--- src/hdl/dtms_pkg.sv ---
`timescale 1ns / 1ps
// ----------------------------------------------------------------------------
// dtms_pkg
// Shared types, constants and helpers for the DNA trie marker scanner.
// ----------------------------------------------------------------------------
package dtms_pkg;

    localparam int NODES      = 4096;
    localparam int MARKERS    = 1024;
    localparam int TRIE_DEPTH = 32;

    localparam int NODE_W   = 12;               // width of a child field
    localparam int ADDR_W   = $clog2(NODES);
    localparam int HASH_W   = 32;
    localparam int MARKER_W = 10;
    localparam int SYM_W    = 8;
    localparam int DEPTH_W  = (TRIE_DEPTH > 1) ? $clog2(TRIE_DEPTH) : 1;

    localparam logic [SYM_W-1:0] SYM_N    = 8'h4E;   // 'N'
    localparam logic [SYM_W-1:0] SYM_BASE = 8'd65;   // 'A'

    typedef enum logic [1:0] {
        FUNC_LOAD = 2'd0,
        FUNC_SEQ  = 2'd1,
        FUNC_END  = 2'd2
    } t_func;

    typedef struct packed {
        logic [3:0][NODE_W-1:0] children;   // index 0 C, 1 A, 2 G, 3 T
        logic [HASH_W-1:0]      hash;
        logic [MARKER_W-1:0]    marker;
    } t_node;

    typedef enum logic [2:0] {
        ST_IDLE,
        ST_FETCH,
        ST_CHILD,
        ST_NODE,
        ST_CLOSE,
        ST_DONE
    } t_state;

    typedef enum logic [1:0] {
        Q_NONE,
        Q_HIT,
        Q_CLOSE,
        Q_DONE
    } t_q_cmd;

    typedef struct packed {
        t_q_cmd              cmd;
        logic [MARKER_W-1:0] marker;
        logic [HASH_W-1:0]   hash;
    } t_q_req;

    // slot = abs(((sym - 65) / 2) % 5 - 1); mod 5 via reciprocal 205/1024,
    // exact for the 7-bit quotient range
    function automatic logic [1:0] pick_slot(input logic [SYM_W-1:0] sym);
        logic [SYM_W-1:0] off;
        logic [6:0]       q;
        logic [14:0]      prod;
        logic [4:0]       quot;
        logic [6:0]       five_q;
        logic [6:0]       rem;
        off    = sym - SYM_BASE;
        q      = off[7:1];
        prod   = 15'(q) * 15'd205;
        quot   = prod[14:10];
        five_q = 7'(quot) * 7'd5;
        rem    = q - five_q;
        if (rem == 7'd0) begin
            pick_slot = 2'd1;
        end else begin
            pick_slot = 2'(rem - 7'd1);
        end
    endfunction

endpackage

--- src/hdl/dtms_scan_ctrl.sv ---
`timescale 1ns / 1ps
// ----------------------------------------------------------------------------
// dtms_scan_ctrl
// Input handling, walker store and the per-depth sweep over the trie memory.
// ----------------------------------------------------------------------------
module dtms_scan_ctrl (
    input  logic                           i_clk,
    input  logic                           i_rst_n,
    input  logic                           i_in_valid,
    output logic                           o_in_stall,
    input  logic [1:0]                     i_func,
    input  logic [dtms_pkg::NODE_W-1:0]    i_node_addr,
    input  logic [dtms_pkg::NODE_W-1:0]    i_child_c,
    input  logic [dtms_pkg::NODE_W-1:0]    i_child_a,
    input  logic [dtms_pkg::NODE_W-1:0]    i_child_g,
    input  logic [dtms_pkg::NODE_W-1:0]    i_child_t,
    input  logic [dtms_pkg::HASH_W-1:0]    i_node_hash,
    input  logic [dtms_pkg::MARKER_W-1:0]  i_node_marker,
    input  logic [dtms_pkg::SYM_W-1:0]     i_symbol,
    output logic                           o_wr_en,
    output logic [dtms_pkg::ADDR_W-1:0]    o_wr_addr,
    output dtms_pkg::t_node                o_wr_data,
    output logic                           o_rd_en,
    output logic [dtms_pkg::ADDR_W-1:0]    o_rd_addr,
    input  dtms_pkg::t_node                i_rd_data,
    output dtms_pkg::t_q_req               o_q_req,
    input  logic                           i_q_ready
);

    dtms_pkg::t_state              r_state, n_state;
    logic [dtms_pkg::DEPTH_W-1:0]  r_depth;
    logic [1:0]                    r_slot;
    logic [dtms_pkg::TRIE_DEPTH-1:0] r_live;
    logic [dtms_pkg::ADDR_W-1:0]   r_node [dtms_pkg::TRIE_DEPTH];

    logic                          w_accept;
    dtms_pkg::t_func               w_func;
    logic                          w_dead;
    logic [dtms_pkg::DEPTH_W-1:0]  w_prev;
    logic                          w_src_live;
    logic [dtms_pkg::ADDR_W-1:0]   w_src;
    logic [dtms_pkg::NODE_W-1:0]   w_ch;
    logic                          w_ch_ok;
    logic                          w_is_hit;
    logic                          w_last_depth;

    // control decoded by the output block
    logic                          w_start;
    logic                          w_clr_all;
    logic                          w_set;
    logic                          w_kill;
    logic                          w_advance;

    assign w_accept     = i_in_valid && !o_in_stall;
    assign w_func       = dtms_pkg::t_func'(i_func);
    assign w_dead       = (i_symbol == dtms_pkg::SYM_N) || (i_symbol < dtms_pkg::SYM_BASE);
    assign w_prev       = r_depth - 1'b1;
    assign w_last_depth = (r_depth == '0);
    // depth 0 is always fed from the root
    assign w_src_live   = w_last_depth ? 1'b1 : r_live[w_prev];
    assign w_src        = w_last_depth ? '0 : r_node[w_prev];
    assign w_ch         = i_rd_data.children[r_slot];
    assign w_ch_ok      = (w_ch != '0) && (32'(w_ch) < dtms_pkg::NODES);
    assign w_is_hit     = (i_rd_data.hash != '0)
                          && (32'(i_rd_data.marker) < dtms_pkg::MARKERS);

    // next state
    always_comb begin
        n_state = r_state;
        case (r_state)
            dtms_pkg::ST_IDLE: begin
                if (w_accept && w_func == dtms_pkg::FUNC_SEQ && !w_dead) begin
                    n_state = dtms_pkg::ST_FETCH;
                end else if (w_accept && w_func == dtms_pkg::FUNC_END) begin
                    n_state = dtms_pkg::ST_DONE;
                end
            end
            dtms_pkg::ST_FETCH: begin
                if (w_src_live) begin
                    n_state = dtms_pkg::ST_CHILD;
                end else if (w_last_depth) begin
                    n_state = dtms_pkg::ST_CLOSE;
                end
            end
            dtms_pkg::ST_CHILD: begin
                if (w_ch_ok) begin
                    n_state = dtms_pkg::ST_NODE;
                end else if (w_last_depth) begin
                    n_state = dtms_pkg::ST_CLOSE;
                end else begin
                    n_state = dtms_pkg::ST_FETCH;
                end
            end
            dtms_pkg::ST_NODE: begin
                if (!w_is_hit || i_q_ready) begin
                    n_state = w_last_depth ? dtms_pkg::ST_CLOSE : dtms_pkg::ST_FETCH;
                end
            end
            dtms_pkg::ST_CLOSE: begin
                if (i_q_ready) begin
                    n_state = dtms_pkg::ST_IDLE;
                end
            end
            dtms_pkg::ST_DONE: begin
                if (i_q_ready) begin
                    n_state = dtms_pkg::ST_IDLE;
                end
            end
            default: begin
                n_state = dtms_pkg::ST_IDLE;
            end
        endcase
    end

    // outputs
    always_comb begin
        o_in_stall = 1'b1;
        o_wr_en    = 1'b0;
        o_wr_addr  = i_node_addr[dtms_pkg::ADDR_W-1:0];
        o_wr_data  = '{children: {i_child_t, i_child_g, i_child_a, i_child_c},
                       hash: i_node_hash, marker: i_node_marker};
        o_rd_en    = 1'b0;
        o_rd_addr  = w_src;
        o_q_req    = '{cmd: dtms_pkg::Q_NONE, marker: i_rd_data.marker,
                       hash: i_rd_data.hash};
        w_start    = 1'b0;
        w_clr_all  = 1'b0;
        w_set      = 1'b0;
        w_kill     = 1'b0;
        w_advance  = 1'b0;
        case (r_state)
            dtms_pkg::ST_IDLE: begin
                o_in_stall = 1'b0;
                if (w_accept) begin
                    case (w_func)
                        dtms_pkg::FUNC_LOAD: begin
                            o_wr_en = (32'(i_node_addr) < dtms_pkg::NODES);
                        end
                        dtms_pkg::FUNC_SEQ: begin
                            // a dead byte kills every walker and yields nothing
                            w_clr_all = w_dead;
                            w_start   = !w_dead;
                        end
                        dtms_pkg::FUNC_END: begin
                            w_clr_all = 1'b1;
                        end
                        default: begin
                            w_clr_all = 1'b0;
                        end
                    endcase
                end
            end
            dtms_pkg::ST_FETCH: begin
                if (w_src_live) begin
                    o_rd_en = 1'b1;
                end else begin
                    w_kill    = 1'b1;
                    w_advance = !w_last_depth;
                end
            end
            dtms_pkg::ST_CHILD: begin
                o_rd_addr = w_ch[dtms_pkg::ADDR_W-1:0];
                if (w_ch_ok) begin
                    w_set   = 1'b1;
                    o_rd_en = 1'b1;
                end else begin
                    w_kill    = 1'b1;
                    w_advance = !w_last_depth;
                end
            end
            dtms_pkg::ST_NODE: begin
                if (w_is_hit) begin
                    o_q_req.cmd = dtms_pkg::Q_HIT;
                end
                w_advance = (!w_is_hit || i_q_ready) && !w_last_depth;
            end
            dtms_pkg::ST_CLOSE: begin
                o_q_req.cmd = dtms_pkg::Q_CLOSE;
            end
            dtms_pkg::ST_DONE: begin
                o_q_req.cmd = dtms_pkg::Q_DONE;
            end
            default: begin
                o_in_stall = 1'b1;
            end
        endcase
    end

    always_ff @(posedge i_clk) begin
        if (!i_rst_n) begin
            r_state <= dtms_pkg::ST_IDLE;
            r_live  <= '0;
        end else begin
            r_state <= n_state;
            if (w_clr_all) begin
                r_live <= '0;
            end else if (w_kill) begin
                r_live[r_depth] <= 1'b0;
            end else if (w_set) begin
                r_live[r_depth] <= 1'b1;
            end
        end
    end

    always_ff @(posedge i_clk) begin
        if (w_start) begin
            r_depth <= dtms_pkg::DEPTH_W'(dtms_pkg::TRIE_DEPTH - 1);
            r_slot  <= dtms_pkg::pick_slot(i_symbol);
        end else if (w_advance) begin
            r_depth <= w_prev;
        end
        if (w_set) begin
            r_node[r_depth] <= w_ch[dtms_pkg::ADDR_W-1:0];
        end
    end

    // end of sequence leaves no live walker
    a_end_clears: assert property (@(posedge i_clk) disable iff (!i_rst_n)
        (w_accept && w_func == dtms_pkg::FUNC_END) |=> (r_live == '0))
        else $error("walkers survive end of sequence");

    // a sweep only closes after the root depth
    a_close_at_root: assert property (@(posedge i_clk) disable iff (!i_rst_n)
        (r_state == dtms_pkg::ST_CLOSE) |-> (r_depth == '0))
        else $error("sweep closed early");

    // node data must hold while a hit waits for the queue
    a_node_hold: assert property (@(posedge i_clk) disable iff (!i_rst_n)
        (r_state == dtms_pkg::ST_NODE && w_is_hit && !i_q_ready)
        |=> (r_state == dtms_pkg::ST_NODE && $stable(i_rd_data)))
        else $error("stalled hit lost its node data");

    // a walker never points back at the root
    a_live_nonroot: assert property (@(posedge i_clk) disable iff (!i_rst_n)
        (r_state == dtms_pkg::ST_NODE) |-> (r_live[r_depth] && r_node[r_depth] != '0))
        else $error("live walker on root");

endmodule

--- config.mk ---
export PLATFORM = sky130hd
export DESIGN_NAME = dtms_scan_ctrl
export DESIGN_NICKNAME = d
export VERILOG_FILES = /design/src/hdl/dtms_pkg.sv /design/src/hdl/dtms_scan_ctrl.sv
export SDC_FILE = /design/constraint.sdc
export NUM_CORES = 1
export LEC_CHECK = 0
export BUFFER_PORTS_ARGS = -buffer_cell sky130_fd_sc_hd__buf_4
export CORE_ASPECT_RATIO = 0.75
export CORE_MARGIN = 2
export CORE_UTILIZATION = 25
export CTS_BUF_LIST = sky130_fd_sc_hd__clkbuf_16
export CTS_CLUSTER_SIZE = 24
export DETAILED_ROUTE_END_ITERATION = 6
export REMOVE_ABC_BUFFERS = 1
export SYNTH_ARGS = -nofsm -noshare
export SYNTH_HDL_FRONTEND = slang
export SYNTH_SLANG_ARGS = --single-unit
--- constraint.sdc ---
create_clock -name i_clk -period 9.68 [get_ports i_clk]
set_input_delay 0.968 -clock i_clk [delete_from_list [all_inputs] [get_ports i_clk]]
set_output_delay 0.968 -clock i_clk [all_outputs]
set_load 0.01 [all_outputs]
== After elaboration in Yosys (flattened, before gate mapping) ==
Memory sizes are Yosys's and may differ from the RTL's.
Cells that the tools add are included.

* Register bits: 42
* RAM bits: 384
* Output and inout port bits: 161
* Logic and storage cells: 97
* Memories kept: 1

{| class="wikitable"
|+ Memory list
! name !! words !! width !! rd ports !! clocked after Yosys merged registers in !! wr ports !! RTL line !! RTL
|-
| r_node || 32 || 12 || 1 || 0 || 1 || dtms_scan_ctrl.sv:34 || <nowiki>logic [dtms_pkg::ADDR_W-1:0] r_node [dtms_pkg::TRIE_DEPTH];</nowiki>
|}

* $add $sub $neg: 4
* $mul: 2
* $lt $le $gt $ge: 5
* Eq/ne operators: 12
* Muxes and demuxes: 44
* Bitwise logic cells: 4
* Reductions and logical operators: 21

{| class="wikitable"
|+ Operators with widths
! operator !! count
|-
| 2-to-1 mux 32 bit || 2
|-
| 2-to-1 mux 12 bit || 3
|-
| bitwise AND 32 bit || 1
|-
| inverter 32 bit || 1
|-
| bitwise OR 32 bit || 1
|-
| nonzero test 32 bit || 1
|-
| binary-select mux 12 bit (select 2 bit) || 1
|-
| 2-to-1 mux 3 bit || 8
|-
| 2-to-1 mux 1 bit || 22
|-
| multiplier 7 x 8 -> 15 bit, second input constant || 1
|-
| one-hot mux 3 bit (5 select lines) || 1
|-
| < comparator 5 x 6 -> 1 bit, second input constant || 2
|-
| nonzero test 12 bit || 1
|-
| equality test 8 x 7 -> 1 bit, second input constant || 1
|-
| < comparator 8 x 7 -> 1 bit, second input constant || 1
|-
| subtractor 8 x 7 -> 8 bit, second input constant || 1
|-
| logical NOT 7 bit || 1
|-
| multiplier 5 x 3 -> 7 bit, second input constant || 1
|-
| subtractor 7 bit || 1
|-
| equality test 3 x 2 -> 1 bit, second input constant || 2
|-
| equality test 3 bit, second input constant || 2
|-
| logical AND 1 bit || 6
|-
| one-hot mux 1 bit (2 select lines) || 3
|-
| one-hot mux 2 bit (3 select lines) || 1
|-
| 23 further kinds || 27
|}

== Longest topological paths before layout ==
* Word-level depth: 7
* Depth in mapped cells: 31
* Mapped depth without buffers: 31

== Least setup slack after synthesis ==
Ideal clock, no wire load.

* Path kind: in2reg
* From: input port i_symbol[0] (netlist name)
* To: register r_slot[1] (data pin)
* Library setup time: 264 ps
* Arrival: 7357 ps
* Slack: 2059 ps
* Stages: 30
* Buffers on the path: 0
* Cell sequence: inv_1 ha_1 or3b_2 nor4_1 nor2_1 and2_1 nor2_1 inv_1 fa_1 inv_1 ha_1 fa_1 ha_1 nand3_1 a211oi_1 a2111o_1 and3_1 nor2_1 xnor2_1 ha_1 fa_1 inv_1 ha_1 a21boi_0 o21ai_0 nand2b_1 a21oi_1 xnor2_1 xnor2_1 o41a_1

* Word-level cells in the longest chain between the ends: 5
* Elaborated cells between the ends (all ways): 6

{| class="wikitable"
|+ Ends and longest elaborated chain
! element !! RTL line !! RTL
|-
| start, declared || dtms_scan_ctrl.sv:19 || <nowiki>input logic [dtms_pkg::SYM_W-1:0] i_symbol,</nowiki>
|-
| subtractor 8 x 7 -> 8 bit * || dtms_pkg.sv:65 || <nowiki>off = sym - SYM_BASE;</nowiki>
|-
| multiplier 7 x 8 -> 15 bit || dtms_pkg.sv:67 || <nowiki>prod = 15'(q) * 15'd205;</nowiki>
|-
| multiplier 5 x 3 -> 7 bit || dtms_pkg.sv:69 || <nowiki>five_q = 7'(quot) * 7'd5;</nowiki>
|-
| subtractor 7 bit * || dtms_pkg.sv:70 || <nowiki>rem = q - five_q;</nowiki>
|-
| subtractor 2 x 1 -> 2 bit or logical NOT 7 bit (tied branches) || dtms_pkg.sv:74, dtms_pkg.sv:71 ||
|-
| end signal, assigned || dtms_scan_ctrl.sv:208 || <nowiki>r_slot <= dtms_pkg::pick_slot(i_symbol);</nowiki>
|-
| end, declared || dtms_scan_ctrl.sv:32 || <nowiki>logic [1:0] r_slot;</nowiki>
|}

Every way passes the cells marked *; elsewhere a longest branch is shown, timed or not.
A chain may end at the register's enable or synchronous reset.

== Worst setup path in the final report ==
Same ends and word-level chain as after synthesis.

==> reports/metrics.json <==
{
  "clock-skew-final": {"value": 17.1, "unit": "ps"},
  "route.detailed.drc": {"value": 12},
  "routed_wire_length": {"value": 63400, "unit": "um"},
  "cts-root-buf": {"value": "sky130_fd_sc_hd__clkbuf_16"},
  "layout-drive-gt1-share": {"value": 32.1, "unit": "%"},
  "drc_violation_total_after_the_first_tritonroute_iteration": {"value": 1509},
  "rsz0062_at_grt": {"value": "false"},
  "worst-r2r-cell-count": {"value": 9},
  "horiz_die_dim": {"value": 330, "unit": "um"},
  "fin_crit_sh": {"value": 80.0, "unit": "%"},
  "antenna_cells": {"value": 0},
  "drt_pass1_iterations": {"value": 7},
  "layout-area-overhead-vs-synth": {"value": 12.6, "unit": "%"},
  "io_pins": {"value": 367},
  "ys_seq_area_share": {"value": 62.2, "unit": "%"},
  "grt_first_pass_wirelength": {"value": 86300, "unit": "um"},
  "detailroute.via_count": {"value": 11200},
  "postCtsSetupRepairBufs": {"value": 0},
  "postSynthRegisterBits": {"value": 426},
  "die_outline_area": {"value": 0.0820, "unit": "mm^2"},
  "cp-start-kind": {"value": "input port"},
  "hold_depth": {"value": 2},
  "portBuffers": {"value": 142},
  "cellPowerDensity": {"value": 297, "unit": "mW/mm^2"},
  "critical-path-slowest-cell": {"value": "sky130_fd_sc_hd__fa_1"},
  "synth-edff-count": {"value": 386},
  "irDropWorstVdd": {"value": 0.000198, "unit": "V"},
  "critPathMaxStageDelay": {"value": 590, "unit": "ps"},
  "synthTopCellsByCount": {"value": "386 x sky130_fd_sc_hd__edfxtp_1, 144 x sky130_fd_sc_hd__buf_4, 142 x sky130_fd_sc_hd__mux4_2"},
  "cts_buffers": {"value": 38},
  "avgRoutedWirePerCell": {"value": 27.7, "unit": "um"},
  "cap_violations": {"value": 0},
  "synth-async-reset-ratio": {"value": 0, "unit": "%"},
  "worst-endpoint-required": {"value": 9960, "unit": "ps"},
  "worst_slew_margin_rel": {"value": 14.3, "unit": "%"},
  "run_status": {"value": "complete, but fails checks"},
  "cellLeakagePower": {"value": 7.47, "unit": "nW"},
  "chipHeight": {"value": 249, "unit": "um"},
  "violations_in_the_final_reports": {"value": "design-rule violations"},
  "clk_pin_slew_worst_paths": {"value": 60, "unit": "ps"},
  "critical_path.top_delay_family": {"value": "adder cells"},
  "stages_on_worst_setup_path": {"value": 27},
  "buffers_from_clock_root_to_sink_at_most": {"value": 3},
  "finalHoldWorstSlack": {"value": 514, "unit": "ps"},
  "grt.total_usage": {"value": 15.1, "unit": "%"},
  "fin_area": {"value": 0.0224, "unit": "mm^2"},
  "core_region_area": {"value": 0.0788, "unit": "mm^2"},
  "cts_resized": {"value": 0},
  "critPathMaxFanout": {"value": 6},
  "placed_cell_area": {"value": 0.0213, "unit": "mm^2"},
  "p_total": {"value": 0.00667, "unit": "W"},
  "worst-path-buf-inv": {"value": 3},
  "post_synth.cell_area_avg": {"value": 16.6, "unit": "um^2"},
  "num-nets-final": {"value": 1482},
  "synthesis.yosys.warnings": {"value": 0},
  "cts.sink_count": {"value": 426},
  "netlist-cell-type-count": {"value": 60},
  "cts.hold.buffers_added": {"value": 0},
  "hold_path.class": {"value": "reg -> reg"},
  "tritoncts": {"value": "yes"},
  "synth_largest_type_area_fraction": {"value": 58.2, "unit": "%"},
  "synthFlopType": {"value": "sky130_fd_sc_hd__edfxtp_1"},
  "final_hpwl_dp": {"value": 44100, "unit": "um"},
  "tightestPinTransition": {"value": 1290, "unit": "ps"},
  "setup_violations": {"value": 0},
  "setup.worst_path.class": {"value": "in -> reg"},
  "globalRouteOverflowTotal": {"value": 0},
  "h-tree-depth": {"value": 2},
  "finalWeightedCongestion": {"value": 0.821},
  "max_freq": {"value": 129, "unit": "MHz"},
  "post_synth_inst_count": {"value": 1200},
  "total_number_of_placement_rows": {"value": 89},
  "pin_count_of_the_biggest_net_entering_global_routing": {"value": 65},
  "ant_nets": {"value": 0},
  "synth_top_cells_by_area": {"value": "sky130_fd_sc_hd__edfxtp_1 58%, sky130_fd_sc_hd__mux4_2 16%, sky130_fd_sc_hd__buf_4 5.4%"},
  "mappedNetlistArea": {"value": 0.0199, "unit": "mm^2"},
  "timing.final.hold_violations": {"value": 0},
  "avgViaCountPerCell": {"value": 4.90},
  "synth.most_common_cell": {"value": "sky130_fd_sc_hd__edfxtp_1"},
  "initial_utilization": {"value": 25.3, "unit": "%"},
  "fin_crit": {"value": 7750, "unit": "ps"},
  "antenna_found_initial": {"value": 1},
  "critPathMostFrequentCell": {"value": "sky130_fd_sc_hd__ha_1"},
  "synth_top_area_cell": {"value": "sky130_fd_sc_hd__edfxtp_1"},
  "cp-end-kind": {"value": "flop"},
  "maxSlewViolCount": {"value": 0},
  "worstPathArrival": {"value": 8030, "unit": "ps"},
  "clkLatencyLatePin": {"value": 540, "unit": "ps"},
  "first_global_vias": {"value": 10500}
}
-- cell usage in the layout, fill, tap and decap left out, types with 3 or more instances in the layout --
cell and n:
sky130_fd_sc_hd__a21o_1 5, sky130_fd_sc_hd__a21oi_1 44, sky130_fd_sc_hd__a31oi_1 3, sky130_fd_sc_hd__and2_1 4, sky130_fd_sc_hd__and3_1 7, sky130_fd_sc_hd__buf_4 160, sky130_fd_sc_hd__clkbuf_16 39, sky130_fd_sc_hd__clkinv_1 8
sky130_fd_sc_hd__clkinv_2 9, sky130_fd_sc_hd__dfxtp_1 39, sky130_fd_sc_hd__edfxtp_1 386, sky130_fd_sc_hd__fa_1 12, sky130_fd_sc_hd__ha_1 51, sky130_fd_sc_hd__inv_1 51, sky130_fd_sc_hd__mux2i_1 14, sky130_fd_sc_hd__mux4_2 142
sky130_fd_sc_hd__nand2_1 42, sky130_fd_sc_hd__nand2b_1 7, sky130_fd_sc_hd__nand3_1 7, sky130_fd_sc_hd__nor2_1 37, sky130_fd_sc_hd__nor2_2 24, sky130_fd_sc_hd__nor2b_1 3, sky130_fd_sc_hd__nor3_1 8, sky130_fd_sc_hd__nor3b_1 4
sky130_fd_sc_hd__nor3b_4 4, sky130_fd_sc_hd__nor4_1 12, sky130_fd_sc_hd__o211ai_1 3, sky130_fd_sc_hd__o21ai_0 51, sky130_fd_sc_hd__or4_1 3, sky130_fd_sc_hd__xnor2_1 11, sky130_fd_sc_hd__xor2_1 3
-- layer usage --
layer  vias up  track usage, %  routed length (um)
met5         -            8.17                 845
met4        16            1.93                 583
met3        58            10.5               11500
met2       791            16.7               21800
met1      5757            22.4               28700
li1       4583               -                   -
-- worst reg2reg max path: cells and delay by family, from the launching register on --
kind | cells | cell delay [ps]
adder cells (fa/ha/maj) | 1 | 750
AO/OA/AOI/OAI | 2 | 380
multiplexers | 3 | 1540
buffers and inverters | 2 | 1100
AND/OR/NAND/NOR | 1 | 540
flip-flops | 1 | 620
-- stage by stage --
stage	utilization, %	setup slack (ps)	TNS [ps]	cells
5_1_grt	28.5	1530	0	2287
6_report	28.5	1930	0	2287
3_3_place_gp	27.0	1510	0	2218
2_1_floorplan	-	-364	-364	1012
3_5_place_dp	27.0	1380	0	2218
4_1_cts	28.5	1940	0	2287
-- power by group --
part | total (W) | switching, W | internal [W]
combinational | 0.00299 | 0.00163 | 0.00136
sequential | 0.00223 | 0.0000781 | 0.00215
clock | 0.00145 | 0.000659 | 0.000787
total | 0.00667 | 0.00237 | 0.00430
-- cell type report --
| type | count | area (um^2) |
|---|---|---|
| multi-input combinational | 543 | 6210 |
| fill | 7788 | 56400 |
| clock inverter | 30 | 189 |
| clock buffer | 39 | 976 |
| sequential | 426 | 12400 |
| timing repair buffer | 160 | 1200 |
| inverter | 43 | 161 |
| tap | 1046 | 1310 |
-- state kept, by name (all words and copies together), names as in the netlist, named ones only --
signal	flops
r_state	3
r_depth	5
r_node	384
r_slot	2
-- logic make-up after synthesis --
kind of cell	after synthesis	synth area share, %
flip-flops	426	62.2
buffers and inverters	231	7.19
AO/OA/AOI/OAI	128	3.80
multiplexers	157	16.9
XOR/XNOR	17	0.860
adder cells (fa/ha/maj)	64	4.47
AND/OR/NAND/NOR	177	4.65
-- worst paths after layout --
path	startpoint	end	slack, ps
max	i_symbol[0]	r_slot[1]	1930
min	flop	flop	510
max reg2reg	r_depth[0]	flop	4630
min reg2reg	flop	flop	510
Note: power is estimated with default switching activity, not from simulation.
