==> config.mk <==
export PLATFORM = sky130hd
export DESIGN_NAME = dtms_hit_queue
export DESIGN_NICKNAME = d
export VERILOG_FILES = /design/src/hdl/dtms_pkg.sv /design/src/hdl/dtms_hit_queue.sv
export SDC_FILE = /design/constraint.sdc
export NUM_CORES = 1
export LEC_CHECK = 0
export BUFFER_PORTS_ARGS = -buffer_cell sky130_fd_sc_hd__buf_2
export CAP_MARGIN = 40
export CORE_ASPECT_RATIO = 1.2
export CORE_MARGIN = 2
export CORE_UTILIZATION = 45
export CTS_CLUSTER_SIZE = 14
export DETAILED_ROUTE_END_ITERATION = 10
export GPL_ROUTABILITY_DRIVEN = 0
export HOLD_SLACK_MARGIN = 0.06
export MAX_ROUTING_LAYER = met4
export PLACE_DENSITY = 0.81
export SYNTH_ARGS = -nofsm -noshare
export SYNTH_HDL_FRONTEND = slang
export SYNTH_SLANG_ARGS = --single-unit
==> constraint.sdc <==
create_clock -name i_clk -period 2.15 [get_ports i_clk]
set_input_delay 0.1075 -clock i_clk [delete_from_list [all_inputs] [get_ports i_clk]]
set_output_delay 0.1075 -clock i_clk [all_outputs]
set_load 0.02 [all_outputs]
==> src/hdl/dtms_pkg.sv <==
`timescale 1ns / 1ps
// ----------------------------------------------------------------------------
// dtms_pkg
// Shared types, constants and helpers for the DNA trie marker scanner.
// ----------------------------------------------------------------------------
package dtms_pkg;

    localparam int NODES      = 4096;
    localparam int MARKERS    = 1024;
    localparam int TRIE_DEPTH = 32;

    localparam int NODE_W   = 12;               // width of a child field
    localparam int ADDR_W   = $clog2(NODES);
    localparam int HASH_W   = 32;
    localparam int MARKER_W = 10;
    localparam int SYM_W    = 8;
    localparam int DEPTH_W  = (TRIE_DEPTH > 1) ? $clog2(TRIE_DEPTH) : 1;

    localparam logic [SYM_W-1:0] SYM_N    = 8'h4E;   // 'N'
    localparam logic [SYM_W-1:0] SYM_BASE = 8'd65;   // 'A'

    typedef enum logic [1:0] {
        FUNC_LOAD = 2'd0,
        FUNC_SEQ  = 2'd1,
        FUNC_END  = 2'd2
    } t_func;

    typedef struct packed {
        logic [3:0][NODE_W-1:0] children;   // index 0 C, 1 A, 2 G, 3 T
        logic [HASH_W-1:0]      hash;
        logic [MARKER_W-1:0]    marker;
    } t_node;

    typedef enum logic [2:0] {
        ST_IDLE,
        ST_FETCH,
        ST_CHILD,
        ST_NODE,
        ST_CLOSE,
        ST_DONE
    } t_state;

    typedef enum logic [1:0] {
        Q_NONE,
        Q_HIT,
        Q_CLOSE,
        Q_DONE
    } t_q_cmd;

    typedef struct packed {
        t_q_cmd              cmd;
        logic [MARKER_W-1:0] marker;
        logic [HASH_W-1:0]   hash;
    } t_q_req;

    // slot = abs(((sym - 65) / 2) % 5 - 1); mod 5 via reciprocal 205/1024,
    // exact for the 7-bit quotient range
    function automatic logic [1:0] pick_slot(input logic [SYM_W-1:0] sym);
        logic [SYM_W-1:0] off;
        logic [6:0]       q;
        logic [14:0]      prod;
        logic [4:0]       quot;
        logic [6:0]       five_q;
        logic [6:0]       rem;
        off    = sym - SYM_BASE;
        q      = off[7:1];
        prod   = 15'(q) * 15'd205;
        quot   = prod[14:10];
        five_q = 7'(quot) * 7'd5;
        rem    = q - five_q;
        if (rem == 7'd0) begin
            pick_slot = 2'd1;
        end else begin
            pick_slot = 2'(rem - 7'd1);
        end
    endfunction

endpackage

==> src/hdl/dtms_hit_queue.sv <==
`timescale 1ns / 1ps
// ----------------------------------------------------------------------------
// dtms_hit_queue
// Holds one hit back so the last of a run can be flagged, then the output
// register towards the receiver.
// ----------------------------------------------------------------------------
module dtms_hit_queue (
    input  logic                           i_clk,
    input  logic                           i_rst_n,
    input  dtms_pkg::t_q_req               i_req,
    output logic                           o_req_ready,
    output logic                           o_out_valid,
    input  logic                           i_out_stall,
    output logic [dtms_pkg::MARKER_W-1:0]  o_hit_marker,
    output logic [dtms_pkg::HASH_W-1:0]    o_hit_hash,
    output logic                           o_run_last,
    output logic                           o_seq_done
);

    logic                          r_pend_valid, n_pend_valid;
    logic [dtms_pkg::MARKER_W-1:0] r_pend_marker, n_pend_marker;
    logic [dtms_pkg::HASH_W-1:0]   r_pend_hash, n_pend_hash;
    logic                          r_out_valid, n_out_valid;
    logic [dtms_pkg::MARKER_W-1:0] r_out_marker, n_out_marker;
    logic [dtms_pkg::HASH_W-1:0]   r_out_hash, n_out_hash;
    logic                          r_out_last, n_out_last;
    logic                          r_out_done, n_out_done;
    logic                          w_out_free;

    assign w_out_free = !r_out_valid || !i_out_stall;

    always_comb begin
        n_pend_valid  = r_pend_valid;
        n_pend_marker = r_pend_marker;
        n_pend_hash   = r_pend_hash;
        n_out_valid   = r_out_valid && i_out_stall;
        n_out_marker  = r_out_marker;
        n_out_hash    = r_out_hash;
        n_out_last    = r_out_last;
        n_out_done    = r_out_done;
        o_req_ready   = 1'b0;
        case (i_req.cmd)
            dtms_pkg::Q_HIT: begin
                o_req_ready = !r_pend_valid || w_out_free;
                if (o_req_ready) begin
                    if (r_pend_valid) begin
                        n_out_valid  = 1'b1;
                        n_out_marker = r_pend_marker;
                        n_out_hash   = r_pend_hash;
                        n_out_last   = 1'b0;
                        n_out_done   = 1'b0;
                    end
                    n_pend_valid  = 1'b1;
                    n_pend_marker = i_req.marker;
                    n_pend_hash   = i_req.hash;
                end
            end
            dtms_pkg::Q_CLOSE: begin
                o_req_ready = !r_pend_valid || w_out_free;
                if (o_req_ready && r_pend_valid) begin
                    n_out_valid  = 1'b1;
                    n_out_marker = r_pend_marker;
                    n_out_hash   = r_pend_hash;
                    n_out_last   = 1'b1;
                    n_out_done   = 1'b0;
                    n_pend_valid = 1'b0;
                end
            end
            dtms_pkg::Q_DONE: begin
                o_req_ready = w_out_free;
                if (o_req_ready) begin
                    n_out_valid  = 1'b1;
                    n_out_marker = '0;
                    n_out_hash   = '0;
                    n_out_last   = 1'b1;
                    n_out_done   = 1'b1;
                end
            end
            default: begin
                o_req_ready = 1'b0;
            end
        endcase
    end

    always_ff @(posedge i_clk) begin
        if (!i_rst_n) begin
            r_pend_valid <= 1'b0;
            r_out_valid  <= 1'b0;
        end else begin
            r_pend_valid <= n_pend_valid;
            r_out_valid  <= n_out_valid;
        end
    end

    always_ff @(posedge i_clk) begin
        r_pend_marker <= n_pend_marker;
        r_pend_hash   <= n_pend_hash;
        r_out_marker  <= n_out_marker;
        r_out_hash    <= n_out_hash;
        r_out_last    <= n_out_last;
        r_out_done    <= n_out_done;
    end

    assign o_out_valid  = r_out_valid;
    assign o_hit_marker = r_out_marker;
    assign o_hit_hash   = r_out_hash;
    assign o_run_last   = r_out_last;
    assign o_seq_done   = r_out_done;

endmodule

; ---- After elaboration in Yosys (flattened, before gate mapping)
; Cells that the tools add are included.
[totals]
word_cells = 53
input_bits = 47
register_bits = 88
[op_classes]
reduce_logical = 13
n_eq_ne = 7
muxes = 25
[op_table]
columns = cell, count
row1 = $mux W32, 4
row2 = $pmux W32 S3, 1
row3 = $mux W10, 4
row4 = $pmux W10 S3, 1
row5 = $mux W1, 10
row6 = $pmux W1 S3, 3
row7 = $ne A2 B2 Y1 const B, 4
row8 = $reduce_and A5 Y1, 1
row9 = $eq A2 B2 Y1 const B, 2
row10 = $pmux W1 S2, 2
row11 = $logic_not A1 Y1, 3
row12 = $reduce_and A3 Y1, 1
row13 = $reduce_bool A3 Y1, 1
row14 = $eq A2 B1 Y1 const B, 1
row15 = $logic_and A1 B1 Y1, 2
row16 = $logic_or A1 B1 Y1, 2
row17 = $reduce_and A2 Y1, 1
row18 = $reduce_bool A2 Y1, 1
row19 = $reduce_or A2 Y1, 1

; ---- Longest topological paths before layout
; Gate-level depths: netlist of run 1.
[logic_depth]
word_depth = 6
ltp_mapped = 4

; ---- Worst setup path before layout of run 1
; OpenSTA, ideal clock, no wires.
[synth_timing]
kind = input to register
from = in i_req[42] (netlist name)
to = reg r_out_hash (netlist bit o_hit_hash[0]) (enable)
setup_time_ns = 0.408
slack_ns = 0.031
arrival_time_ns = 1.711
n_path_buf = 0
cell_stages = 4
cell_sequence = inv_1 -> ha_1 -> nor3_1 -> a32o_1
[synth_between]
elab_chain_len = 3
[synth_lines]
columns = element, line
row1 = "start, declared", dtms_hit_queue.sv:10  ; input dtms_pkg::t_q_req i_req,
row2 = $eq A2 B2 Y1 or $eq A2 B1 Y1 (tied branches), dtms_hit_queue.sv:42  ; case (i_req.cmd)
row3 = $ne A2 B2 Y1 (no source line) or $reduce_bool A3 Y1 (tied branches), --
row4 = $reduce_and A5 Y1 (no source line) (*), --
row5 = "end signal, assigned", dtms_hit_queue.sv:99  ; r_out_hash <= n_out_hash;
row6 = "end, declared", dtms_hit_queue.sv:25  ; logic [dtms_pkg::HASH_W-1:0] r_out_hash, n_out_hash;
; Mark *: on every way between the ends. The rest lies on a longest branch, timed or not.
; A chain may end at the register's enable or synchronous reset.

; ---- Worst setup path in the final report of run 1
[layout_timing]
from = in i_req[42] (netlist name)
to = reg r_out_valid (netlist: o_out_valid)
[layout_between]
elab_chain_len = 2
[layout_lines]
columns = element, line
row1 = $eq A2 B2 Y1 or $eq A2 B1 Y1 (tied branches), dtms_hit_queue.sv:42
row2 = $pmux W1 S3 (*), dtms_hit_queue.sv:42
row3 = "end signal, assigned", dtms_hit_queue.sv:91  ; r_out_valid <= n_out_valid;
row4 = "end, declared", dtms_hit_queue.sv:23  ; logic r_out_valid, n_out_valid;
; Marks and branches as above.

==> key figures, run 1 <==
Floorplan
  • Cell Rows: 33
  • Core area: 6730 µm²
  • Top Ports: between 90 and 100
  • DIE AREA: roughly 7600 µm²
  • Starting Density: 45.94%
  • Die Ht: around 95 µm
  • Die width: 79.67 µm

Drt
  • Total Wirelength: between 5000 and 6000 µm
  • Drt pass-1 iters: 5
  • DRC: 0
  • DRT antenna net count: 0
  • Wire per inst: 13.38 µm
  • Initial DRC count: 115
  • Vias per cell: 4.410
  • Vias: around 1.7k

Critical path
  • Crit-path cells: buf_2 > ha_2 > buf_4 > o41ai_2 > a21oi_1 > dlygate4sd3_1
  • Slowest stage delay, CP: roughly 570 ps
  • Setup crit start kind: primary input
  • Slowest cell on the critical path: dlygate4sd3_1
  • Worst setup EP type: flop
  • Setup CP Type: primary input to flop
  • Arr. time, crit path: ~1700 ps
  • Critical path peak fanout: 47
  • Worst path required time: 2380 ps

Timing
  • Minimum clock period: 1467 ps
  • Pins Over Slew Limit: 0
  • WHS: 125.0 ps
  • Final Cycle Share: between 60% and 70%
  • Fmax achieved: 681.7 MHz
  • Final Setup Violations: 0
  • Final hold vios: 0
  • Slew @ Worst Pin: 445.6 ps
  • Unrepaired setup endpoints after global routing: false
  • Clock skew: approximately 7.5 ps
  • Max-slew headroom: 70.30%
  • Final TNS setup: 0 ps

Clocking
  • CTS Sinks: 88
  • Worst skew pair latency: 350 ps
  • Cts hold-fix bufs: 44
  • TritonCTS clock tree: done
  • H-tree Lvls: 3
  • CTS root buffer: clkbuf_8
  • Post-CTS Setup Bufs: 0
  • CTS buffer count: 9
  • Post-cts gate resize count: 0
  • Clock Tree Buf Depth: 2
  • Clock Pin Slew Worst Setup and Hold Paths: 80 ps

Cells and area
  • Nets@finish: 354
  • Share of layout cells above drive strength 1: a little under two fifths
  • Post-route cell area: 4314 µm²
  • Final Non-Filler Cells: around 400
  • Diodes inserted: 0
  • Layout fillers: 491
  • Area grow syn2layout: 39.54%
  • Core Util, Final: 64.10%

GRT
  • Gr busiest metal: met2
  • GRT Total Usage: 14.72%
  • Largest net degree at the start of global routing: 48
  • Grt total ovfl: 0
  • Met3 Track Usage GR: 2.772%
  • Met2 Use GR: 24.30%
  • First-pass GRT wire length: 7797 µm
  • Initial antenna violation count: 0
  • Vias in the first global route: approximately 1.7k
  • M1 GR Usage: 15.88%

Status
  • Status: completed

Placement
  • Cells after DPL: 335
  • Placed Area: 3679 µm²
  • Buffers added on ports: 92
  • HPWL after detailed placement: 3215 µm

Synthesis
  • Register bit total from synthesis: 88
  • Sequential share of the synthesized area: 84.82%
  • Mapped Cells: 157
  • Avg Cell Area, Syn: 19.69 µm²
  • Netlist cell types: 21
  • Cell Area, Synth: 3092 µm²
  • Synth warn: 0
  • Post-Syn Nets: 208

Power
  • Peak VDD IR: about 0.48 mV
  • Leak Pwr: 1.719 nW
  • Pwr dens: 824.3 nW/µm²

Min path
  • HP Class: primary input to flop

Job
  • Maxcap violations: 0
[registers in the layout, indices dropped and copies added, names as in the netlist]
signal	count
o_hit_hash	32
o_hit_marker	10
o_out_valid	1
o_run_last	1
o_seq_done	1
r_pend_hash	32
r_pend_marker	10
r_pend_valid	1
[cells in the mapped netlist]
| master | n | area (µm²) |
|---|---|---|
| dfxtp_1 | 2 | 40.04 |
| o21bai_1 | 2 | 15.01 |
| edfxtp_1 | 86 | 2582 |
| a32o_1 | 1 | 10.01 |
| a21oi_1 | 2 | 10.01 |
| o41ai_2 | 1 | 16.27 |
| nand2b_1 | 1 | 6.260 |
| and2_1 | 1 | 6.260 |
| and2b_1 | 8 | 60.06 |
| inv_1 | 3 | 11.26 |
| buf_6 | 1 | 11.26 |
| nand2_1 | 1 | 3.750 |
| o2bb2ai_1 | 1 | 8.760 |
| or2_2 | 1 | 6.260 |
| buf_2 | 3 | 15.01 |
| nor2b_1 | 34 | 212.7 |
| nor3_1 | 1 | 5.000 |
| a21boi_0 | 1 | 7.510 |
| ha_1 | 4 | 50.05 |
| clkbuf_1 | 1 | 3.750 |
| nand3_1 | 2 | 10.01 |
[layout by cell type, fill, tap and decap left out]
master,n
nand3_1,2
ha_2,1
or2_2,1
a21boi_0,1
inv_8,1
dfxtp_1,2
o21bai_1,2
nor2b_1,34
buf_2,92
ha_1,3
clkinvlp_4,3
nand2_1,1
clkbuf_8,9
clkinv_1,2
nor3_1,1
and2_2,1
o2bb2ai_1,1
bufinv_16,1
dlygate4sd3_1,44
a32o_2,1
and2b_1,8
buf_12,1
a21oi_1,2
inv_1,3
o41ai_2,1
nand2b_1,1
buf_4,3
edfxtp_1,86
[final timing paths]
kind	from	end	slack (ps)	cells past startpoint
min	i_out_stall	r_pend_valid	130	3
max	i_req[42]	o_out_valid	680	6
min reg2reg	r_pend_hash[30]	o_hit_hash[30]	530	1
max reg2reg	r_pend_valid	o_out_valid	840	3
[per-layer routing]
layer	wire length [µm]	part of all wire (%)
met1	2067	39
met2	2745	52
met3	258	4.9
met4	216	4.1
met5	0	0
[metrics by stage]
| stage | total power, mW | worst slack [ps] |
|---|---|---|
| 4_1_cts | 3.579 | 723.1 |
| 6_report | 3.556 | 683.1 |
| 3_3_place_gp | 2.425 | 726.3 |
| 5_1_grt | 3.689 | 642.1 |
| 2_1_floorplan | 2.289 | 30.92 |
| 3_5_place_dp | 2.438 | 654.2 |
[cells by family after synthesis]
logic type	share of synthesized area [%]
flip-flops	84.82
AND/OR/NAND/NOR	10.04
adder cells (fa/ha/maj)	1.619
buffers and inverters	1.335
AO/OA/AOI/OAI	2.186
[power breakdown]
| part | internal (mW) | switching, mW | leakage (nW) | total [mW] |
|---|---|---|---|---|
| sequential | 2.02 | 0.0256 | 0.849 | 2.04 |
| combinational | 0.177 | 0.236 | 0.782 | 0.414 |
| clock | 0.536 | 0.561 | 0.0885 | 1.10 |
| total | 2.73 | 0.823 | 1.72 | 3.56 |
[critical path, delay by kind of cell]
family / cells / cell delay [ps]
AO/OA/AOI/OAI: 2 / 450
adder cells (fa/ha/maj): 1 / 180
buffers and inverters: 3 / 960
[cell type report]
| type | count | area, µm² | share of cell area (%) |
|---|---|---|---|
| Sequential cell | 88 | 2623 | 60.79 |
| Timing Repair Buffer | 140 | 943.4 | 21.87 |
| Clock inverter | 7 | 71.32 | 1.653 |
| Tap cell | 87 | 108.9 | 2.523 |
| Multi-Input combinational cell | 61 | 432.9 | 10.03 |
| Clock buffer | 9 | 123.9 | 2.871 |
| Inverter | 3 | 11.26 | 0.2610 |
No activity file was read; power rests on OpenSTA's default activity.
==> run 2, diff against run 1 <==
ABC_AREA = 1   (was default)
CORE_UTILIZATION = 46   (was 45)
PLACE_DENSITY = 0.82   (was 0.81)
clock period = 1.3 ns   (was 2.15 ns; I/O delays follow)
==> run 2 against run 1 <==
Effect of this change:
- non-clock buffer count grew 4
- sequential power up 66%
- core utilization increased by 2.1 points
- clock skew rose by 7.0 ps
- total power up 72%
- global-route usage increased by 1.9 points
- sequential cell count stayed put
- clock-buffer cell count increased by 2
- clock power up 81%
- critical endpoint is now o_req_ready
- largest cell class unchanged
- largest power group unchanged
==> key figures, run 2 <==
Floorplan
  • Die width: 79.79 µm (was 79.67 µm)
  • DIE AREA: 7575 µm² (was 7552 µm²)
  • Core area: 6771 µm² (was 6730 µm²)
  • Top Ports: 93 (unchanged)
  • Cell Rows: 33 (unchanged)
  • Die Ht: 94.95 µm (was 94.80 µm)
  • Starting Density: 46.82% (was 45.94%)

Synthesis
  • Count leader, synth: edfxtp_1 (unchanged)
  • EDFF count, synth: 86 (unchanged)
  • Top post-synthesis cells by area: edfxtp_1, inv_1, nor2_1 (was edfxtp_1, nor2b_1, and2b_1)
  • Top post-synthesis cells by count: edfxtp_1, inv_1, nor2_1, nand2_1 (was edfxtp_1, nor2b_1, and2b_1, ha_1)
  • Mapped Cells: 215 (was 157)
  • Netlist cell types: 12 (was 21)
  • Avg Cell Area, Syn: 14.75 µm² (was 19.69 µm²)
  • Cell Area, Synth: 3171 µm² (was 3092 µm²)
  • Post-synth top area share: 81.45% (was 83.53%)
  • Area leader, netlist: edfxtp_1 (unchanged)
  • Synth warn: 0 (unchanged)
  • Register bit total from synthesis: 88 (unchanged)
  • Post-Syn Nets: 266 (was 208)
  • Main synth FF type: edfxtp_1 (unchanged)
  • Asr flop ratio synth: 0% (unchanged)
  • Sequential share of the synthesized area: 82.72% (was 84.82%)

Cells and area
  • Multi-input gate area: 321.6 µm² (was 432.9 µm²)
  • Most frequent cells in the layout: buf_2, edfxtp_1, inv_1, nor2_1, dlygate4sd3_1 (was buf_2, edfxtp_1, dlygate4sd3_1, nor2b_1, clkbuf_8)
  • Sequential Area: 2628 µm² (was 2623 µm²)
  • Share of layout cells above drive strength 1: 33.51% (was 37.34%)
  • Most common cell after layout, fill and taps aside: buf_2 (unchanged)
  • Area grow syn2layout: 41.48% (was 39.54%)
  • Layout fillers: 515 (was 491)
  • Nets@finish: 416 (was 354)
  • Diodes inserted: 0 (unchanged)

Timing
  • Clock skew: 14.55 ps (was 7.522 ps)
  • Pins Over Slew Limit: 0 (unchanged)
  • Final Cycle Share: about 95%
  • Unrepaired setup endpoints after global routing: false (unchanged)
  • Max-slew headroom: 78.36% (was 70.30%)
  • Final Setup Violations: 0 (unchanged)
  • Minimum clock period: about 1200 ps
  • Fmax achieved: 809.7 MHz
  • Slew @ Worst Pin: 324.6 ps (was 445.6 ps)
  • Final hold vios: 0 (unchanged)
  • WHS: 108.1 ps (was 125.0 ps)
  • Final worst slack: 64.93 ps (was 683.1 ps)

Power
  • Net Sw Frac: 22.54% (was 23.15%)
  • Leak Pwr: 2.016 nW (was 1.719 nW)
  • Clock network fraction of total power: 32.4% (was 30.9%)
  • Combinational share of power: 12.3% (was 11.6%)
  • Sw Pwr: 1.381 mW (was 0.8232 mW)
  • Pint: 4.744 mW (was 2.733 mW)
  • Pwr dens: 1365 nW/µm² (was 824.3 nW/µm²)
  • Peak VDD IR: 0.6629 mV (was 0.4839 mV)
  • Register share of total power: 55.3% (was 57.5%)

GRT
  • GRT Total Usage: 16.61% (was 14.72%)
  • Initial antenna violation count: 0 (unchanged)
  • Largest net degree at the start of global routing: 46 (was 48)
  • First-pass GRT wire length: 8825 µm (was 7797 µm)
  • Vias in the first global route: 1910 (was 1684)
  • Grt total ovfl: 0 (unchanged)

Drt
  • Initial DRC count: 86 (was 115)
  • Drt pass-1 iters: 4 (was 5)
  • Vias per cell: 4.263 (was 4.410)
  • Total Wirelength: 5930 µm (was 5287 µm)
  • DRT antenna net count: 0 (unchanged)
  • Vias: 1948 (was 1742)
  • DRC: 0 (unchanged)
  • Wire per inst: 12.98 µm (was 13.38 µm)

Critical path
  • Setup crit start kind: flop (was primary input)
  • Worst path required time: 1240 ps (was 2380 ps)
  • Reg2reg start: r_pend_valid (unchanged)
  • Worst setup EP type: output port (was flop)
  • Crit path from: o_out_valid (was i_req[42])
  • Critical path peak fanout: 3 (was 47)
  • Setup CP Type: flop to output port (was primary input to flop)
  • Arr. time, crit path: 1170 ps (was 1700 ps)

Clocking
  • Clock Tree Buf Depth: 2 (unchanged)
  • H-tree Lvls: 3 (unchanged)
  • Clock Pin Slew Worst Setup and Hold Paths: 80 ps (about the same)
  • TritonCTS clock tree: done (unchanged)
  • CTS buffer count: 9 (unchanged)
  • CTS Sinks: 88 (unchanged)
  • CTS root buffer: clkbuf_8 (unchanged)
  • Worst skew pair latency: 350 ps (about the same)

Min path
  • Hold Crit Start: i_out_stall (unchanged)
  • HP Class: primary input to flop (unchanged)

Status
  • Status: completed (unchanged)

Placement
  • HPWL after detailed placement: 3716 µm (was 3215 µm)
  • Worst Setup Slack post-DPL: -116.2 ps (was 654.2 ps)
  • Buffers added on ports: 92 (unchanged)

Job
  • Maxcap violations: 0 (unchanged)
-- run 2: worst paths after layout --
path | end | slack [ps] | cells past startpoint
worst max-delay path | o_req_ready | 60 | 4
worst min-delay path | o_out_valid | 110 | 5
worst max register to register | o_hit_marker[8] | 60 | 6
worst min register to register | o_hit_marker[9] | 540 | 2
-- run 2: layer usage --
metal	vias up	track usage (%)	part of all wire (%)
met5	-	-	0
met4	0	6.921	2.2
met3	10	4.207	3.9
met2	51	30.60	58
met1	902	16.50	36
li1	985	-	-
-- run 2: layout make-up --
cell class	count	area share (%)
Multi-Input combinational cell	70	7.169
Tap cell	87	2.427
Clock buffer	11	2.929
Inverter	52	4.519
Sequential cell	88	58.58
Clock inverter	5	1.813
Timing Repair Buffer	144	22.57
-- run 2: power groups by stage --
stage          logic (mW)  clock network (mW)  registers (mW)
3_5_place_dp        0.645                   0            3.45
6_report            0.752                1.99            3.39
4_1_cts             0.749                2.01            3.39
5_1_grt             0.808                2.12            3.40
3_3_place_gp        0.627                   0            3.44
2_1_floorplan       0.178                   0            3.63
-- run 2: metrics by stage --
step           TNS [ps]  util, %  area [µm²]  power [mW]  cells
2_1_floorplan    -24390        -        3187       3.803    215
3_3_place_gp      -2059    56.63        3835       4.071    398
3_5_place_dp      -4852    56.63        3835       4.096    398
4_1_cts               0    66.13        4478       6.148    457
5_1_grt               0    66.24        4486       6.330    457
6_report              0    66.24        4486       6.125    457
-- run 2: repair_timing --
item,in CTS,in global routing
endpoints found under the setup margin,0,65
hold buffers,43,0
hold endpoints to repair,44,0
setup buffers,0,0
gates resized for setup,0,3
-- run 2: cell families (layout without fill, tap and decap cells) --
| family | Yosys count | in the layout | share of synthesized area (%) |
|---|---|---|---|
| AOI/OAI and AO/OA | 2 | 2 | 0.3946 |
| adders and majority gates | 4 | 4 | 1.579 |
| buffers and inverters | 57 | 212 | 7.459 |
| DFF | 88 | 88 | 82.72 |
| and+or+nand+nor | 64 | 64 | 7.853 |
-- run 2: worst max-delay path: stages, from the launching register on --
cell and delay (ps):
dfxtp_4 350, nand3_1 150, nand2_1 70, nor2_1 90
buf_2 160
==> run 3, diff against run 2 <==
RECOVER_POWER = 25   (was default)
==> run 3 against run 2 <==
Effect of this change:
- routed wire length is essentially flat
- sequential power is essentially flat
- combinational power down 0.5%
- largest power group unchanged
- critical path depth rose by 2
- highest routed layer unchanged
- clock-buffer cell count did not move
- register-to-register slack about the same
- clock skew about the same
- core utilization down 0.17 points
- via count rose by 1.3%
- first-iteration DRC count increased by 8.1%
- total power hardly changed
==> key figures, run 3 (synthesized netlist as in run 2, its figures left out) <==
Status
  • Status: completed (unchanged)

Clocking
  • CTS Sinks: 88 (unchanged)
  • TritonCTS clock tree: done (unchanged)
  • H-tree Lvls: 3 (unchanged)
  • Post-CTS Setup Bufs: 0 (unchanged)
  • Clock Tree Buf Depth: 2 (unchanged)
  • CTS root buffer: clkbuf_8 (unchanged)
  • Clock Pin Slew Worst Setup and Hold Paths: 80 ps (about the same)
  • CTS buffer count: 9 (unchanged)
  • Worst skew pair latency: 350 ps (about the same)

GRT
  • Initial antenna violation count: 0 (unchanged)
  • First-pass GRT wire length: 8825 µm (unchanged)
  • Vias in the first global route: 1910 (unchanged)
  • Grt total ovfl: 0 (unchanged)
  • Largest net degree at the start of global routing: 46 (unchanged)
  • GRT Total Usage: 16.61% (unchanged)

Drt
  • Initial DRC count: 93 (was 86)
  • Drt pass-1 iters: 4 (unchanged)
  • DRC: 0 (unchanged)
  • Total Wirelength: 5928 µm (was 5930 µm)
  • Wire per inst: 12.97 µm (was 12.98 µm)
  • DRT antenna net count: 0 (unchanged)
  • Vias: 1974 (was 1948)
  • Vias per cell: 4.319 (was 4.263)

Timing
  • Minimum clock period: 1228 ps (was 1235 ps)
  • Fmax achieved: 814.4 MHz (was 809.7 MHz)
  • Max-slew headroom: 78.60% (was 78.36%)
  • Unrepaired setup endpoints after global routing: false (unchanged)
  • Final Cycle Share: 94.45% (was 95.01%)
  • Final Setup Violations: 0 (unchanged)
  • Final hold vios: 0 (unchanged)
  • Slew @ Worst Pin: 320.9 ps (was 324.6 ps)
  • Clock skew: 14.67 ps (was 14.55 ps)
  • Final worst slack: 72.14 ps (was 64.93 ps)
  • Pins Over Slew Limit: 0 (unchanged)

Min path
  • HP Class: primary input to flop (unchanged)
  • Hold path depth: 5 (unchanged)
  • Endpoint, Worst Hold: o_out_valid (unchanged)
  • Hold Crit Start: i_out_stall (unchanged)

Floorplan
  • Die width: 79.79 µm (unchanged)
  • Die Ht: 94.95 µm (unchanged)
  • Starting Density: 46.82% (unchanged)
  • Top Ports: 93 (unchanged)
  • Cell Rows: 33 (unchanged)
  • Core area: 6771 µm² (unchanged)
  • DIE AREA: 7575 µm² (unchanged)

Critical path
  • Slowest stage delay, CP: 360 ps (was 350 ps)
  • Buffers and inverters on the worst path: 2 (was 1)
  • Slowest cell on the critical path: dfxtp_2 (was dfxtp_4)
  • Reg-to-reg endpoint: o_hit_marker[8] (unchanged)
  • Reg2reg start: r_pend_valid (unchanged)
  • R2r worst-path depth: 6 (unchanged)
  • Setup crit start kind: flop (unchanged)
  • Crit-path cells: nand2_1 > nand2_1 > nand2_1 > nand2_2 > clkinvlp_4 > buf_12 (was nand3_1 > nand2_1 > nor2_1 > buf_2)
  • Worst setup EP type: flop (was output port)
  • Critical path peak fanout: 16 (was 3)
  • Worst path required time: 1400 ps (was 1240 ps)
  • Setup CP Type: flop to flop (was flop to output port)
  • Arr. time, crit path: 1330 ps (was 1170 ps)
  • Reg-to-reg slack, setup: 70 ps (was 60 ps)
  • Cell mode on critical path: nand2_1
  • Cell family contributing the most delay on the critical path: flip-flops (unchanged)

Power
  • Pwr dens: 1368 nW/µm² (was 1365 nW/µm²)
  • Leak Pwr: 2.006 nW (was 2.016 nW)
  • Peak VDD IR: 0.6629 mV (about the same)

Cells and area
  • Most frequent cells in the layout: buf_2, edfxtp_1, inv_1, nor2_1, dlygate4sd3_1 (unchanged)
  • Most common cell after layout, fill and taps aside: buf_2 (unchanged)
  • Area grow syn2layout: 41.12% (was 41.48%)
  • Layout fillers: 520 (was 515)
  • Share of layout cells above drive strength 1: 32.43% (was 33.51%)
  • Core Util, Final: 66.08% (was 66.24%)
  • Diodes inserted: 0 (unchanged)
  • Nets@finish: 416 (unchanged)

Placement
  • Buffers added on ports: 92 (unchanged)
  • HPWL after detailed placement: 3716 µm (unchanged)
  • Worst Setup Slack post-DPL: -116.2 ps (unchanged)

Job
  • Maxcap violations: 0 (unchanged)
-- run 3: cell types whose count changed in the layout (fill, tap and decap cells not counted), sizes merged --
| cell | delta |
|---|---|
| clkbuf | +4 |
| buf | -4 |
-- run 3: cell type report --
cell class | instances | area [µm²] | share of cell area, %
clock buffer | 11 | 131.4 | 2.936
clock inverter | 5 | 81.33 | 1.818
inverter | 52 | 202.7 | 4.530
multi-input combinational | 70 | 314.1 | 7.019
sequential | 88 | 2628 | 58.72
tap | 87 | 108.9 | 2.433
timing repair buffer | 144 | 1008 | 22.54
-- run 3: tightest hold or removal path, delay by kind of cell --
family | cells | cell delay (ps)
and+or+nand+nor | 4 | 250
buffers and inverters | 1 | 100
-- run 3: how the worst max path moves through the flow --
stage | end | depth (start not counted) | from | slack, ps
finish | o_hit_marker[8] | 6 | r_pend_valid | 70
detailed placement | o_hit_hash[9] | 9 | i_req[42] | -120
global placement | o_hit_hash[10] | 9 | i_req[42] | -50
floorplan | o_hit_hash[0] | 5 | o_out_valid | -290
global route | o_req_ready | 4 | o_out_valid | 3
CTS | o_hit_hash[0] | 6 | r_pend_valid | 40
-- run 3: what timing repair did --
| item | in CTS | in global routing |
|---|---|---|
| endpoints found under the setup margin | 0 | 65 |
| gates resized for setup | 0 | 3 |
| hold buffers | 43 | 0 |
| hold endpoints to repair | 44 | 0 |
-- run 3: through the flow --
stage / area, µm² / total power, mW / cells / hold WS, ps / setup TNS [ps]
detailed placement: 3835 / 4.096 / 398 / 243.1 / -4852
CTS: 4478 / 6.148 / 457 / 89.11 / 0
global route: 4474 / 6.325 / 457 / 138.7 / 0
floorplan: 3187 / 3.803 / 215 / 163.9 / -24390
finish: 4474 / 6.119 / 457 / 113.0 / 0
global placement: 3835 / 4.071 / 398 / 241.3 / -2059
-- run 3: power by group --
part / switching (mW) / internal [mW]
sequential: 0.0453 / 3.34
combinational: 0.432 / 0.315
clock: 0.901 / 1.08
total: 1.38 / 4.74
-- run 3: per-layer routing --
layer | vias up | GRT usage [%] | share of wire, %
li1 | 985 | - | -
met1 | 911 | 16.50 | 35
met2 | 67 | 30.60 | 58
met3 | 11 | 4.207 | 4.6
met4 | 0 | 6.921 | 2.3
met5 | - | - | 0
